<file path="config.mk">
export PLATFORM = sky130hd
export DESIGN_NAME = brq_min_scan
export DESIGN_NICKNAME = d
export VERILOG_FILES = /design/src/sv/brq_pkg.sv /design/src/sv/brq_min_scan.sv
export SDC_FILE = /design/constraint.sdc
export NUM_CORES = 1
export LEC_CHECK = 0
export ABC_AREA = 1
export BUFFER_PORTS_ARGS = -buffer_cell sky130_fd_sc_hd__buf_2
export CAP_MARGIN = 20
export CORE_AREA = 8 8 223 225
export DETAILED_ROUTE_END_ITERATION = 6
export DIE_AREA = 0 0 231 233
export PLACE_DENSITY = 0.39
export SLEW_MARGIN = 10
export SYNTH_ARGS = -nofsm -noshare
export SYNTH_HDL_FRONTEND = slang
export SYNTH_SLANG_ARGS = --single-unit
export TNS_END_PERCENT = 1
</file>
<file path="constraint.sdc">
create_clock -name clk -period 3.9 [get_ports clk]
set_input_delay 0.195 -clock clk [delete_from_list [all_inputs] [get_ports clk]]
set_output_delay 0.195 -clock clk [all_outputs]
set_load 0.005 [all_outputs]
</file>
<file path="src/sv/brq_pkg.sv">
// Shared types and constants for the broadcast ring queue.
// Request kinds, status codes, configuration indexes and fixed field widths.
// No dependencies.
package brq_pkg;

    // Fixed field widths.
    localparam int SEQ_W      = 64;   // sequence numbers, tags, published positions
    localparam int IN_WORD_W  = 64;   // payload word as it travels on the ports
    localparam int NWORDS     = 7;    // payload words per message
    localparam int RID_W      = 3;    // reader id field
    localparam int REQ_W      = 2;    // request kind field
    localparam int STAT_W     = 2;    // status field

    // Configuration port.
    localparam int CFG_IDX_W     = 1;
    localparam int CFG_DATA_W    = 7;
    localparam int CFG_SLOTS_W   = 7;
    localparam int CFG_READERS_W = 4;

    localparam logic [CFG_IDX_W-1:0] REG_SLOTS   = 1'd0;
    localparam logic [CFG_IDX_W-1:0] REG_READERS = 1'd1;

    localparam logic [CFG_SLOTS_W-1:0]   SLOTS_RESET   = 7'd64;
    localparam logic [CFG_READERS_W-1:0] READERS_RESET = 4'd8;

    // Request kinds.
    localparam logic [REQ_W-1:0] REQ_SEND_FULL = 2'd0;
    localparam logic [REQ_W-1:0] REQ_SEND_TAG  = 2'd1;
    localparam logic [REQ_W-1:0] REQ_RECV      = 2'd2;
    localparam logic [REQ_W-1:0] REQ_NONE      = 2'd3;

    // Result status codes.
    localparam logic [STAT_W-1:0] STAT_DONE       = 2'd0;
    localparam logic [STAT_W-1:0] STAT_FULL       = 2'd1;
    localparam logic [STAT_W-1:0] STAT_EMPTY      = 2'd2;
    localparam logic [STAT_W-1:0] STAT_BAD_READER = 2'd3;

    // Starting value of the reader minimum and the bit that gates republishing.
    localparam logic [SEQ_W-1:0] MIN_START   = 64'h0000_0000_FFFF_FFFF;
    localparam int               PUBLISH_BIT = 5;

endpackage

</file>
<file path="src/sv/brq_min_scan.sv">
// Sequential minimum over the published reader positions, one reader a cycle.
// Depends on brq_pkg for the sequence width and the starting value.
module brq_min_scan #(
    parameter int MAX_READERS = 8
) (
    input  logic                                            clk,
    input  logic                                            rst_n,
    input  logic                                            start,
    input  logic [$clog2(MAX_READERS+1)-1:0]                nr,
    input  logic [MAX_READERS-1:0][brq_pkg::SEQ_W-1:0]      pub,
    output logic                                            done,
    output logic [brq_pkg::SEQ_W-1:0]                       lowest
);
    import brq_pkg::*;

    localparam int RIDX_W = (MAX_READERS > 1) ? $clog2(MAX_READERS) : 1;
    localparam int RCNT_W = $clog2(MAX_READERS + 1);

    logic              busy_reg, busy_next;
    logic              done_reg, done_next;
    logic [RIDX_W-1:0] idx_reg, idx_next;
    logic [SEQ_W-1:0]  lowest_reg, lowest_next;
    logic              last;

    // The scan stops after reader nr-1; nr is at least one.
    assign last = (RCNT_W'(idx_reg) + RCNT_W'(1)) >= nr;

    always_comb
    begin
        busy_next   = busy_reg;
        done_next   = 1'b0;
        idx_next    = idx_reg;
        lowest_next = lowest_reg;
        if (start)
        begin
            busy_next   = 1'b1;
            idx_next    = '0;
            lowest_next = MIN_START;
        end
        else if (busy_reg)
        begin
            if (pub[idx_reg] < lowest_reg)
            begin
                lowest_next = pub[idx_reg];
            end
            if (last)
            begin
                busy_next = 1'b0;
                done_next = 1'b1;
            end
            else
            begin
                idx_next = idx_reg + RIDX_W'(1);
            end
        end
    end

    always_ff @(posedge clk or negedge rst_n)
    begin
        if (!rst_n)
        begin
            busy_reg <= 1'b0;
            done_reg <= 1'b0;
            idx_reg  <= '0;
        end
        else
        begin
            busy_reg <= busy_next;
            done_reg <= done_next;
            idx_reg  <= idx_next;
        end
    end

    always_ff @(posedge clk)
    begin
        lowest_reg <= lowest_next;
    end

    assign done   = done_reg;
    assign lowest = lowest_reg;

endmodule

</file>
; Word-level counts from Yosys, hierarchy flattened
; Cells that the tools add are included.
[op_classes]
add_sub_neg = 2
n_lt_le_gt_ge = 3
eq_ne = 1
mux = 11
reduce_logical = 3
[ops]
columns = operator, n
row1 = $bmux W64 S3, 1
row2 = $lt A64 B64 Y1, 1
row3 = $mux W64, 1
row4 = $mux W3, 3
row5 = $mux W1, 6
row6 = $add A3 B1 Y4 const B, 1
row7 = $ge A4 B4 Y1, 1
row8 = $lt A3 B4 Y1 const B, 1
row9 = $reduce_and A2 Y1, 2
row10 = $add A3 B1 Y3 const B, 1
row11 = $ne A2 B2 Y1 const B, 1
row12 = $reduce_bool A2 Y1, 1
[word_totals]
reg_bits = 69
in_bits = 519
out_inout_bits = 65
word_cells = 24

; Longest topological paths before layout
[depth]
ltp_word = 5
ltp_mapped = 25
mapped_depth_nobuf = 21

; Worst setup path before layout
; OpenSTA, ideal clock, no wires.
[synth_path]
kind = register to register
start = register idx_reg[0]
end = register lowest_reg[10] (netlist: lowest[10])
setup_time_ns = 0.134
t_arrival_ns = 3.315
required_ns = 3.766
setup_slack_ns = 0.452
path_stages_with_launch = 20
n_path_buf = 5
synth_period_minus_slack_ns = 3.448
cell_sequence = dfrtp_1 > inv_1 > buf_2 > buf_2 > clkbuf_1 > nor2_1 > o22ai_1 > nor2_1 > a31oi_1 > ha_1 > a21oi_1 > o21ai_0 > a221oi_1 > o221ai_1 > nor2_1 > nand2_2 > buf_4 > buf_6 > nand2_1 > nand3_1
[synth_via]
elab_chain_len = 4
[synth_lines]
columns = item, line
row1 = "start, declared", brq_min_scan.sv:21  ; logic [RIDX_W-1:0] idx_reg, idx_next;
row2 = "start signal, assigned", brq_min_scan.sv:70  ; idx_reg <= idx_next;
row3 = $bmux W64 S3 (*), "brq_min_scan.sv:42, brq_min_scan.sv:44"
row4 = $mux W64 (not written as such) (*), "brq_min_scan.sv:42, brq_min_scan.sv:44"
row5 = $lt A64 B64 Y1, brq_min_scan.sv:42  ; if (pub[idx_reg] < lowest_reg)
row6 = $reduce_and A2 Y1 (no source line), n/a
row7 = "end signal, assigned", brq_min_scan.sv:76  ; lowest_reg <= lowest_next;
row8 = "end, declared", brq_min_scan.sv:22  ; logic [SEQ_W-1:0] lowest_reg, lowest_next;
; Every way passes the cells marked *; elsewhere a longest branch is shown, timed or not. The select of a mux whose other input is x is not followed.
; A chain may end at the register's enable or synchronous reset.

; Worst setup path in the final report
[layout_path]
start = register idx_reg[0]
end = register lowest_reg[18] (netlist: lowest[18])
; Same word-level chain as after synthesis.

==> flow_summary_export.csv <==
group,metric,value,unit
timing,fmax,277,MHz
power,p_seq_frac,0.113,
power,p_per_area,827,nW/um^2
setup_path,ff2ff_setup_slack,0.29,ns
drt,wl,53500,um
timing,setup_viol,0,
setup_path,critPathTopFamily,"compound AO/OA/AOI/OAI gates",
drt,routed-via-count,12600,
placed_design,dp_hpwl,41900,um
synthesis,synth_seq_area_share,0.165,
setup_path,regToRegStartpoint,"idx_reg[0]",
floorplanning,num_rows,79,
synthesis,syn_nets,2114,
synthesis,synth-seq-cells,69,
drt,ant_nets,0,
setup_path,reg2reg_to,"lowest[18]",
power,p_sw,5.80,mW
global_routing,grt_usage,0.180,
power,internal-power,4.82,mW
clock_network,cts_buffers,9,
synthesis,yosysTopAreaCell,"nor2_1",
setup_path,cpMostUsedCell,"nand2_1",
drt,dr.pass1.iters,7,
final_layout,nNetsFinal,2635,
setup_path,crit_start,"idx_reg[0]",
setup_path,worstPathMaxFanout,38,
synthesis,ys_top_cells_by_count,"416 x nor2_1, 257 x o21ai_0, 190 x nand2_1",
floorplanning,start_util,0.185,
synthesis,yosys-top-cells-area,"nor2_1 18%, o21ai_0 15%, dfxtp_1 15%",
floorplanning,io_pins,584,
run,drv_cap,0,
global_routing,overflow,0,
synthesis,synth_area,8540,sq um
synthesis,yosys_warnings,0,
setup_path,criticalPathCategory,"reg2reg",
synthesis,synth.avg_cell_area,5.59,sq um
power,power_frac_comb,0.801,
synthesis,yosysMostFrequentCell,"nor2_1",
timing,fin_skew,0.0107,ns
clock_network,clock_sinks,69,
drt,post_drt_wl_per_cell,20.1,um
timing,max-slew-margin-rel,0.627,
floorplanning,design.die.area,53800,sq um
drt,drtIter0Drc,775,
setup_path,cp_data_required_time,4.10,ns
clock_network,root_buffer,"clkbuf_16",
timing,period_share,0.927,
timing,setup_slack,0.286,ns
power,ir_worst_vdd,0.341,mV
setup_path,arrival,3.82,ns
placed_design,port_buffers,583,
final_layout,largest_reg_flops,64,
timing,worstMarginPinSlew,0.560,ns
final_layout,drive_gt1_frac,0.327,
synthesis,synth_edf_count,0,
setup_path,path_buf_inv,3,
power,total_power,10.6,mW
global_routing,grt_max_degree,82,
final_layout,fin_util,0.279,
final_layout,area_growth,50.4,%
timing,min_period,3.61,ns
timing,finalSetupTns,0,ns
setup_path,critPathMaxStageDelay,0.48,ns
setup_path,path_cells,"buf_4, buf_16, o21ai_0, o22ai_1, nor2_1, a31oi_1, ha_1, a21oi_1, nor2_1, a211oi_1, o221a_2, nand2_1, nand2_1, nand2_1, nand2_2, nand2_2, buf_12, nand2_1, nand3_1",
clock_network,tritoncts,"built",
setup_path,cpMaxStageDelayCell,"dfrtp_4",
timing,rsz0062_at_grt,"false",
hold_path,hold_class,"in2async",
placed_design,place.gp.congestion,0.866,
floorplanning,die_h,233,um
clock_network,clk_pin_slew,0.07,ns
drt,drc,0,
clock_network,htreeDepth,3,
synthesis,async_flop_share,0.0725,
drt,via_per_inst,4.72,
global_routing,grt_pass1_vias,12500,
synthesis,synth_top_area_frac,0.183,
clock_network,clockBufferDepth,2,
final_layout,final_area,12800,sq um
timing,drv_slew,0,
floorplanning,core_area,46100,sq um
synthesis,ys_types,32,
synthesis,ys.flop_type,"dfxtp_1",
placed_design,dpl_worst_slack,-0.127,ns
setup_path,cp-end-kind,"flop",
power,switching_share,0.546,
clock_network,clock_latency,0.35,ns
global_routing,antenna_found_initial,6,
synthesis,syn_inst,1527,
timing,hold_violations,0,
placed_design,dpl_cell_area,12200,sq um
global_routing,grt_pass1_wl,75900,um
setup_path,cp-start-kind,"flop",
floorplanning,dieWidth,231,um
setup_path,rr_worst_depth,19,
power,power_leakage,6.59,nW
power,p_clk_frac,0.086,
status,outcome,"complete, no violations",
[how the worst max path moves through the flow]
stage            endpoint  depth (start not counted)  slack (ns)
2_1_floorplan  lowest[10]                         19        0.45
3_3_place_gp    lowest[6]                         18       -0.16
3_5_place_dp   lowest[15]                         18       -0.13
4_1_cts        lowest[15]                         18        0.03
5_1_grt         lowest[0]                         19        0.01
6_report       lowest[18]                         19        0.29
[per-layer routing]
| layer | GRT usage | wire length [um] | share of wire |
|---|---|---|---|
| met2 | 0.310 | 25500 | 0.48 |
| met3 | 0.0409 | 3910 | 0.073 |
| met5 | 0 | 66 | 0.0012 |
| met1 | 0.225 | 23000 | 0.43 |
| met4 | 0.0432 | 971 | 0.018 |
[timing repair]
| action | 4_1_cts | 5_1_grt |
|---|---|---|
| gates cloned | 0 | 5 |
| hold endpoints to repair | 5 | 0 |
| endpoints found under the setup margin | 64 | 64 |
| hold buffers | 1 | 0 |
| setup buffers | 0 | 3 |
| pin swaps | 0 | 1 |
| gates resized for setup | 2 | 21 |
[power by group through the flow]
stage	Sequential (mW)	Clock, mW	Combinational (mW)
detailed placement	1.21	0	8.18
global placement	1.20	0	8.18
CTS	1.20	0.948	8.23
floorplan	1.18	0	5.29
global route	1.24	0.976	9.60
finish	1.20	0.914	8.50
[worst register-to-register path: stages, from the launching register on]
cell and delay, ns:
dfrtp_4 0.48, buf_4 0.25, buf_16 0.22, o21ai_0 0.15
o22ai_1 0.18, nor2_1 0.06, a31oi_1 0.23, ha_1 0.30
a21oi_1 0.15, nor2_1 0.05, a211oi_1 0.26, o221a_2 0.24
nand2_1 0.12, nand2_1 0.09, nand2_1 0.06, nand2_2 0.16
nand2_2 0.13, buf_12 0.19, nand2_1 0.08, nand3_1 0.08
[kinds of logic (layout without fill, tap and decap cells)]
family	after synthesis	count (layout)	synth area share
XOR/XNOR	1	1	0.00103
AND/OR/NAND/NOR	721	721	0.343
AO/OA/AOI/OAI	453	453	0.291
flip-flops	69	69	0.165
adder cells (fa/ha/maj)	68	68	0.0996
other	0	1	0
buffers and inverters	215	741	0.100
[cells in the final DEF (no fill, tap or decap), types with 51 or more instances in the layout]
master   Yosys  final
buf_2       21    583
nor2_1     416    415
ha_1        68     68
o22ai_1     87     87
inv_1       87     85
nand2_1    190    189
a21oi_1     51     51
dfxtp_1     64     64
nand3_1     74     74
o21ai_0    257    257
[layout make-up]
| cell class | instances | area (sq um) |
|---|---|---|
| repair buffers | 636 | 3650 |
| diodes | 1 | 2.50 |
| inverters | 89 | 349 |
| well taps | 607 | 759 |
| multi-input cells | 1243 | 6340 |
| flip-flops and latches | 69 | 1410 |
| clock buffers | 11 | 264 |
| clock inverters | 5 | 56.3 |
| fillers | 5376 | 33200 |
[through the flow]
stage / instances / hold slack (ns)
floorplan: 1527 / -0.101
global placement: 2635 / 0.0417
detailed placement: 2635 / 0.0426
CTS: 2652 / 0.249
global route: 2660 / 0.285
finish: 2661 / 0.245
No activity file was read; power rests on OpenSTA's default activity.
